File: config.mk
export PLATFORM = sky130hd
export DESIGN_NAME = custom_128bit_message_digest_unit
export DESIGN_NICKNAME = d
export VERILOG_FILES = /design/src/design/cmd_pkg.sv /design/src/design/cmd_mixer.sv /design/src/design/cmd_datapath.sv /design/src/design/cmd_ctrl.sv /design/src/design/custom_128bit_message_digest_unit.sv
export SDC_FILE = /design/constraint.sdc
export NUM_CORES = 2
export LEC_CHECK = 0
export BUFFER_PORTS_ARGS = -buffer_cell sky130_fd_sc_hd__buf_2
export CORE_MARGIN = 3
export CORE_UTILIZATION = 25
export DETAILED_ROUTE_END_ITERATION = 6
export PLACE_DENSITY = 0.38
export SYNTH_ARGS = -nofsm -noshare
export SYNTH_HDL_FRONTEND = slang
export SYNTH_SLANG_ARGS = --single-unit
export TNS_END_PERCENT = 1
File: constraint.sdc
create_clock -name clk -period 33.9 [get_ports clk]
set_clock_uncertainty 0.15 [all_clocks]
set_input_delay 6.78 -clock clk [delete_from_list [all_inputs] [get_ports clk]]
set_output_delay 6.78 -clock clk [all_outputs]
set_load 0.1 [all_outputs]
File: src/design/cmd_pkg.sv
// package with shared types and constants for the message digest unit
`timescale 1ns / 1ps
package cmd_pkg;

	localparam logic [31:0] MIX_OFFSET = 32'd8191;
	localparam logic [7:0] PAD_BYTE = 8'hAA;
	localparam logic [31:0] LO_FLIP = 32'hFFFF0000;
	localparam logic [31:0] HI_FLIP = 32'h0000FFFF;

	typedef struct packed {
		logic [7:0] data_byte;
		logic       last;
		logic       no_data;
	} in_item_t;

	typedef struct packed {
		logic [63:0] digest_high;
		logic [63:0] digest_low;
	} out_item_t;

	typedef enum logic [3:0] {
		ST_IDLE,
		ST_LEN_HI,
		ST_LEN_LO,
		ST_PAD,
		ST_MIX_START,
		ST_MIX_WAIT,
		ST_COMBINE,
		ST_OUT
	} ctrl_state_t;

	// source selects for the mixer input
	typedef enum logic [1:0] {
		MSRC_BLOCK,
		MSRC_T1,
		MSRC_T2
	} mix_src_t;

	typedef struct packed {
		logic       write_byte;
		logic [1:0] byte_sel;   // 0 input, 1 len hi, 2 len lo, 3 pad
		logic       count_len;
		logic       mix_start;
		mix_src_t   mix_src;
		logic       save_first;
		logic       save_t1;
		logic       save_chain;
		logic       clear_msg;
	} dp_cmd_t;

	typedef struct packed {
		logic pos_wrap;     // the byte written completes a block
		logic pos_zero;
		logic mix_done;
		logic first_pending;
	} dp_status_t;

	localparam logic [1:0] BSEL_IN = 2'd0;
	localparam logic [1:0] BSEL_LEN_HI = 2'd1;
	localparam logic [1:0] BSEL_LEN_LO = 2'd2;
	localparam logic [1:0] BSEL_PAD = 2'd3;

endpackage

File: src/design/cmd_mixer.sv
// four-round block mixer, one multiply-xor per word, launched and combined in separate phases
`timescale 1ns / 1ps
module cmd_mixer (
	input  logic         clk,
	input  logic         arst_n,
	input  logic         start,
	input  logic [127:0] blk_in,
	output logic         done,
	output logic [127:0] blk_out
);
	import cmd_pkg::*;

	logic [31:0] a_q, b_q, c_q, d_q;
	logic [31:0] na_q, nb_q, nc_q;
	logic [1:0] round_q;
	logic [2:0] step_q;   // 0..3 word within a round; multiply and combine are sequenced by phase_q
	logic busy_q;
	logic phase_q;        // 0 launch products, 1 combine
	logic [31:0] mx, my, p_q, q_q, mres, nw;

	always_comb begin
		case (step_q[1:0])
			2'd0: begin mx = a_q; my = b_q; end
			2'd1: begin mx = b_q; my = c_q; end
			2'd2: begin mx = c_q; my = d_q; end
			default: begin mx = d_q; my = a_q; end
		endcase
		mres = p_q ^ q_q;
		case (step_q[1:0])
			2'd0: nw = mres ^ b_q ^ c_q ^ d_q;
			2'd1: nw = mres ^ a_q ^ na_q;
			2'd2: nw = mres ^ b_q ^ nb_q;
			default: nw = mres ^ c_q ^ nc_q;
		endcase
	end

	always_ff @(posedge clk or negedge arst_n) begin
		if (!arst_n) begin
			busy_q <= 1'b0;
			done <= 1'b0;
			step_q <= '0;
			round_q <= '0;
			phase_q <= 1'b0;
		end else begin
			done <= 1'b0;
			if (start) begin
				busy_q <= 1'b1;
				step_q <= '0;
				round_q <= '0;
				phase_q <= 1'b0;
			end else if (busy_q) begin
				phase_q <= ~phase_q;
				if (phase_q) begin
					step_q <= step_q + 3'd1;
					if (step_q == 3'd3) begin
						step_q <= '0;
						round_q <= round_q + 2'd1;
						if (round_q == 2'd3) begin
							busy_q <= 1'b0;
							done <= 1'b1;
						end
					end
				end
			end
		end
	end

	always_ff @(posedge clk) begin
		if (start) begin
			a_q <= blk_in[127:96];
			b_q <= blk_in[95:64];
			c_q <= blk_in[63:32];
			d_q <= blk_in[31:0];
		end else if (busy_q) begin
			if (!phase_q) begin
				p_q <= (mx ^ LO_FLIP) * (my ^ HI_FLIP);
				q_q <= ((mx ^ LO_FLIP) + MIX_OFFSET) * ((my ^ HI_FLIP) + MIX_OFFSET);
			end else begin
				case (step_q[1:0])
					2'd0: na_q <= nw;
					2'd1: nb_q <= nw;
					2'd2: nc_q <= nw;
					default: begin
						// byte-rotated write-back
						a_q <= {nw[7:0], na_q[31:8]};
						b_q <= {na_q[7:0], nc_q[31:8]};
						c_q <= {nc_q[7:0], nb_q[31:8]};
						d_q <= {nb_q[7:0], nw[31:8]};
					end
				endcase
			end
		end
	end

	assign blk_out = {a_q, b_q, c_q, d_q};

endmodule

File: src/design/cmd_datapath.sv
// datapath: block store, length, position, chain and mixer
`timescale 1ns / 1ps
module cmd_datapath (
	input  logic                clk,
	input  logic                arst_n,
	input  cmd_pkg::in_item_t   in_item,
	input  cmd_pkg::dp_cmd_t    cmd,
	output cmd_pkg::dp_status_t status,
	output cmd_pkg::out_item_t  result
);
	import cmd_pkg::*;

	logic [7:0] store_q [16];
	logic [127:0] chain_q, blk_q, t1_q;
	logic [15:0] len_q;
	logic [3:0] pos_q;
	logic first_q;
	logic [7:0] wbyte;
	logic [127:0] mix_in, mix_out, cur_blk;
	logic mix_done;

	always_comb begin
		case (cmd.byte_sel)
			BSEL_IN: wbyte = in_item.data_byte;
			BSEL_LEN_HI: wbyte = len_q[15:8];
			BSEL_LEN_LO: wbyte = len_q[7:0];
			default: wbyte = PAD_BYTE;
		endcase
		for (int i = 0; i < 16; i++) begin
			cur_blk[127 - 8 * i -: 8] = store_q[i];
		end
		case (cmd.mix_src)
			MSRC_BLOCK: mix_in = cur_blk;
			MSRC_T1: mix_in = {chain_q[127:64], blk_q[127:64]};
			default: mix_in = {blk_q[63:0], chain_q[63:0]};
		endcase
	end

	always_ff @(posedge clk) begin
		if (cmd.write_byte) begin
			store_q[pos_q] <= wbyte;
		end
		if (cmd.save_first) begin
			blk_q <= mix_out;
		end
		if (cmd.save_t1) begin
			t1_q <= mix_out;
		end
	end

	always_ff @(posedge clk or negedge arst_n) begin
		if (!arst_n) begin
			chain_q <= '0;
			len_q <= '0;
			pos_q <= '0;
			first_q <= 1'b1;
		end else begin
			if (cmd.write_byte) begin
				pos_q <= pos_q + 4'd1;
			end
			if (cmd.count_len) begin
				len_q <= len_q + 16'd1;
			end
			if (cmd.save_first && first_q) begin
				chain_q <= mix_out;
				first_q <= 1'b0;
			end
			if (cmd.save_chain) begin
				chain_q <= t1_q ^ mix_out;
			end
			if (cmd.clear_msg) begin
				chain_q <= '0;
				len_q <= '0;
				pos_q <= '0;
				first_q <= 1'b1;
			end
		end
	end

	cmd_mixer u_mixer (
		.clk(clk),
		.arst_n(arst_n),
		.start(cmd.mix_start),
		.blk_in(mix_in),
		.done(mix_done),
		.blk_out(mix_out)
	);

	assign status.pos_wrap = (pos_q == 4'd15);
	assign status.pos_zero = (pos_q == 4'd0);
	assign status.mix_done = mix_done;
	assign status.first_pending = first_q;
	assign result.digest_high = chain_q[127:64];
	assign result.digest_low = chain_q[63:0];

endmodule

File: src/design/cmd_ctrl.sv
// controller state machine for the message digest unit
`timescale 1ns / 1ps
module cmd_ctrl (
	input  logic                clk,
	input  logic                arst_n,
	input  logic                in_valid,
	output logic                in_ready,
	input  cmd_pkg::in_item_t   in_item,
	output logic                out_valid,
	input  logic                out_ready,
	input  cmd_pkg::dp_status_t status,
	output cmd_pkg::dp_cmd_t    cmd
);
	import cmd_pkg::*;

	ctrl_state_t state_q, state_d;
	ctrl_state_t ret_q, ret_d;     // where to go after a block is absorbed
	mix_src_t src_q, src_d;        // which mix pass is running

	always_ff @(posedge clk or negedge arst_n) begin
		if (!arst_n) begin
			state_q <= ST_IDLE;
			ret_q <= ST_IDLE;
			src_q <= MSRC_BLOCK;
		end else begin
			state_q <= state_d;
			ret_q <= ret_d;
			src_q <= src_d;
		end
	end

	always_comb begin
		state_d = state_q;
		ret_d = ret_q;
		src_d = src_q;
		cmd = '0;
		cmd.mix_src = src_q;
		in_ready = 1'b0;
		out_valid = 1'b0;
		case (state_q)
			ST_IDLE: begin
				in_ready = 1'b1;
				if (in_valid) begin
					ret_d = in_item.last ? ST_LEN_HI : ST_IDLE;
					if (!in_item.no_data) begin
						cmd.write_byte = 1'b1;
						cmd.byte_sel = BSEL_IN;
						cmd.count_len = 1'b1;
					end
					if (!in_item.no_data && status.pos_wrap) begin
						state_d = ST_MIX_START;
						src_d = MSRC_BLOCK;
					end else if (in_item.last) begin
						state_d = ST_LEN_HI;
					end
				end
			end
			ST_LEN_HI: begin
				cmd.write_byte = 1'b1;
				cmd.byte_sel = BSEL_LEN_HI;
				ret_d = ST_LEN_LO;
				state_d = status.pos_wrap ? ST_MIX_START : ST_LEN_LO;
				src_d = MSRC_BLOCK;
			end
			ST_LEN_LO: begin
				cmd.write_byte = 1'b1;
				cmd.byte_sel = BSEL_LEN_LO;
				ret_d = ST_OUT;
				src_d = MSRC_BLOCK;
				state_d = status.pos_wrap ? ST_MIX_START : ST_PAD;
				if (!status.pos_wrap) begin
					ret_d = ST_PAD;
				end
			end
			ST_PAD: begin
				cmd.write_byte = 1'b1;
				cmd.byte_sel = BSEL_PAD;
				if (status.pos_wrap) begin
					state_d = ST_MIX_START;
					src_d = MSRC_BLOCK;
					ret_d = ST_OUT;
				end
			end
			ST_MIX_START: begin
				cmd.mix_start = 1'b1;
				state_d = ST_MIX_WAIT;
			end
			ST_MIX_WAIT: begin
				if (status.mix_done) begin
					case (src_q)
						MSRC_BLOCK: begin
							cmd.save_first = 1'b1;
							if (status.first_pending) begin
								state_d = ret_q;
							end else begin
								src_d = MSRC_T1;
								state_d = ST_MIX_START;
							end
						end
						MSRC_T1: begin
							cmd.save_t1 = 1'b1;
							src_d = MSRC_T2;
							state_d = ST_MIX_START;
						end
						default: begin
							state_d = ST_COMBINE;
						end
					endcase
				end
			end
			ST_COMBINE: begin
				cmd.save_chain = 1'b1;
				state_d = ret_q;
			end
			ST_OUT: begin
				out_valid = 1'b1;
				if (out_ready) begin
					cmd.clear_msg = 1'b1;
					state_d = ST_IDLE;
				end
			end
			default: begin
				state_d = ST_IDLE;
			end
		endcase
	end

endmodule

File: src/design/custom_128bit_message_digest_unit.sv
// top level of the 128-bit message digest unit
//
// channel   direction  payload      transfer when
// in        input      in_item_t    in_valid && in_ready
// out       output     out_item_t   out_valid && out_ready
//
// a byte that does not complete a block needs no mix pass
// a completed block costs one mix pass, or three passes
// when chained, all run on the single shared multiply-xor unit
// the final item adds length and padding bytes at one per cycle, except while a filled block is mixed
// input is held off while a block is mixed, length and padding are written, or the digest waits to transfer
// reset clears chain, length and position; no clearing pass
`timescale 1ns / 1ps
module custom_128bit_message_digest_unit (
	input  logic               clk,
	input  logic               arst_n,
	input  logic               in_valid,
	output logic               in_ready,
	input  cmd_pkg::in_item_t  in_data,
	output logic               out_valid,
	input  logic               out_ready,
	output cmd_pkg::out_item_t out_data
);
	import cmd_pkg::*;

	dp_cmd_t cmd;
	dp_status_t status;

	cmd_ctrl u_ctrl (
		.clk(clk),
		.arst_n(arst_n),
		.in_valid(in_valid),
		.in_ready(in_ready),
		.in_item(in_data),
		.out_valid(out_valid),
		.out_ready(out_ready),
		.status(status),
		.cmd(cmd)
	);

	cmd_datapath u_dp (
		.clk(clk),
		.arst_n(arst_n),
		.in_item(in_data),
		.cmd(cmd),
		.status(status),
		.result(out_data)
	);

endmodule
==> flow_metrics.tcl <==
set metrics [dict create \
    start_util_pct 25.3 \
    violations "design-rule violations, max-capacitance violations, max-slew violations" \
    period_share_pct 37.0 \
    final-setup-viol-count 0 \
    post-place-ws_ns 21.45 \
    cts_root_buffer "clkbuf_16" \
    startpoint_type "flip-flop" \
    worst_pin_slew_ns 1.53 \
    detail-route-antenna-nets 0 \
    vias_per_cell 4.77 \
    dieWidth_um 536 \
    synth_top_family_by_area "adder cells" \
    synth_top_flop_cell "edfxtp_1" \
    cp_max_fo 49 \
    max_freq_mhz 79.7 \
    grt_pass1_vias 52100 \
    cap_viol_max_count 1 \
    drt_iter0_drc 4747 \
    cts_hold_buf 0 \
    synth_nets 7923 \
    drc 17 \
    vias 51100 \
    slew_headroom_pct -3.77 \
    grt_util_all_layers_pct 20.5 \
    port_buffers 143 \
    period_needed_ns 12.54 \
    gp_congestion 0.896 \
    r2r_slack_ns 21.36 \
    first_pass_iters 7 \
    cp.arrival_ns 12.87 \
    clk_latency_ns 0.73 \
    syn_inst 6835 \
    post_synth_and_or_nand_nor_area_fraction_pct 11.6 \
    tns_ns 0 \
    yosys_register_bits 837 \
    wl_um 299000 \
    worstPathRequired_ns 34.23 \
    drive_above_1_share_pct 9.04 \
    muxShareOfSynthArea_pct 2.58 \
    netlist.area_leader.share_pct 28.8 \
    setup_ws_ns 21.36 \
    yosysSeqAreaShare_pct 34.6 \
    grt_remaining_overflow 0 \
    cts_tree "built" \
    synth_fa_ha_area_share_pct 27.9 \
    htree_levels 3 \
    crit_type "flip-flop to flip-flop" \
    avgSynthCellArea_um2 10.3 \
    grt_max_degree 190 \
    clkTransAtPathRegs_ns 0.07 \
    endpoint_kind "flip-flop" \
    synth_common_cells "nand2_1 (1069), inv_1 (998), fa_1 (816)" \
    postCtsSetupBuffers 0 \
    rsz0062_at_grt "false" \
    fp.dieArea_um2 287000 \
    netlist_top_cells_area "edfxtp_1 (29%), fa_1 (23%), dfrtp_1 (5.8%)" \
    crit_path_max_incr_delay_ns 1.01 \
    hpwl_um 218000 \
    synth_compound_area_share_pct 7.15 \
    ys_warn_count 0 \
    yosys.area.top_type "edfxtp_1" \
    synth_xor_area_share_pct 8.85 \
    clockBufferDepth 3 \
    async_flop_share_pct 19.7 \
    core_um2 278000 \
    finalHoldViolCount 0 \
    status "complete, but fails checks" \
    syn_to_final_growth_pct 12.9 \
    cts_num_sinks 837 \
    slowest_stage "xor2_1" \
    grt_pass1_wl_um 420000 \
    post_cts_resized 0 \
    hold_path.class "flip-flop to flip-flop" \
    avgRoutedWirePerCell_um 27.9 \
    finalMaxSlewViolations 4 \
    num_rows 193 \
    dieHeight_um 536 \
    numCtsBuffers 94 \
    synth_edf_count 672 \
    antenna_found_initial 10 \
    fin_nets 8007 \
    io_pins 144 \
    synthDistinctLibCells 83 \
    syn-cell-area_um2 70200 \
    yosysMostFrequentCell "nand2_1" \
]
cells in the final DEF (no fill, tap or decap), drive strengths merged, types with 32 or more instances in the layout:
cell,netlist,layout
inv,1000,1004
buf,65,331
fa,816,816
a22oi,44,44
xor2,306,306
edfxtp,672,672
clkbuf,279,137
nand2,1069,1069
mux2i,157,157
dfrtp,164,164
a222oi,58,58
nor2,579,579
ha,258,258
o21ai,180,180
nand2b,40,40
o31ai,136,136
xnor2,379,379
or2,35,35
a21oi,202,202
nor2b,38,38
a221oi,32,32
and2,63,63
worst paths after layout:
path	startpoint	end	cells after the start
max in group asynchronous	arst_n	u_ctrl.src_q[0]$_DFFE_PN0P_	2
min in group asynchronous	arst_n	u_dp.len_q[2]$_DFFE_PN0P_	1
hold / removal	u_dp.result[113]$_DFFE_PN0P_	u_dp.result[113]$_DFFE_PN0P_	2
setup / recovery	u_dp.u_mixer.step_q[0]$_DFFE_PN0P_	u_dp.u_mixer.q_q[31]$_DFFE_PP_	34
hold reg to reg	u_dp.result[113]$_DFFE_PN0P_	u_dp.result[113]$_DFFE_PN0P_	2
setup reg to reg	u_dp.u_mixer.step_q[0]$_DFFE_PN0P_	u_dp.u_mixer.q_q[31]$_DFFE_PP_	34
stage by stage:
| step | instances | utilization [%] | hold WS (ns) | area [um^2] |
|---|---|---|---|---|
| 2_1_floorplan | 6835 | - | 0.293 | 70200 |
| 6_report | 10700 | 28.5 | 0.358 | 79300 |
| 3_3_place_gp | 10500 | 27.4 | 0.344 | 76100 |
| 3_5_place_dp | 10500 | 27.4 | 0.349 | 76100 |
| 5_1_grt | 10700 | 28.5 | 0.391 | 79300 |
| 4_1_cts | 10700 | 28.5 | 0.363 | 79300 |
final cells by class:
cell class                      count  area (um^2)
Fill cell                       29100       199000
Clock inverter                     41          505
Sequential cell                   837        24300
Clock buffer                      136         2630
Tap cell                         3705         4640
Antenna cell                        3         7.51
Timing Repair Buffer              332         2200
Inverter                         1000         3760
Multi-Input combinational cell   4654        41200
per-layer routing:
metal / global-route usage [%] / routed length (um) / vias to the layer above / part of all wire [%]
li1: - / - / 22100 / -
met1: 29.1 / 135000 / 27000 / 45
met2: 33.5 / 140000 / 1744 / 47
met3: 1.89 / 15100 / 309 / 5.0
met4: 5.60 / 9050 / 2 / 3.0
met5: 0 / 13 / - / 0.0044
registers in the layout (all words and copies together), names as in the netlist:
| name | cells |
|---|---|
| u_dp.u_mixer.a_q | 32 |
| u_dp.u_mixer.d_q | 32 |
| u_dp.blk_q | 128 |
| u_dp.u_mixer.round_q | 2 |
| u_dp.u_mixer.p_q | 32 |
| u_dp.first_q | 1 |
| u_dp.result | 128 |
| u_dp.store_q | 128 |
| u_dp.u_mixer.done | 1 |
| u_dp.u_mixer.q_q | 32 |
| u_dp.u_mixer.na_q | 32 |
| u_dp.len_q | 16 |
| u_dp.u_mixer.nb_q | 32 |
| u_dp.u_mixer.phase_q | 1 |
| u_dp.pos_q | 4 |
| u_ctrl.src_q | 2 |
| u_dp.u_mixer.c_q | 32 |
| u_dp.u_mixer.b_q | 32 |
| u_ctrl.ret_q | 3 |
| u_dp.t1_q | 128 |
| u_ctrl.state_q | 3 |
| u_dp.u_mixer.nc_q | 32 |
| u_dp.u_mixer.busy_q | 1 |
| u_dp.u_mixer.step_q | 3 |
cells by family after synthesis:
family                     after synthesis
and+or+nand+nor                       1953
buffers and inverters                 1344
adders and majority gates             1074
DFF                                    837
AOI/OAI and AO/OA                      759
xor gates and xnor gates               691
muxes                                  177
critical path: cells and delay by family, from the launching register on:
kind	cells	cell delay, ns
mux	1	0.55
simple gates	5	1.83
flops	1	0.49
xor+xnor	11	3.36
compound gates	1	0.27
fa+ha+maj	10	4.56
buf+inv	6	1.02
Power is not shown: default switching activity piles up to over one toggle a cycle in this logic, so the estimate is an artifact.
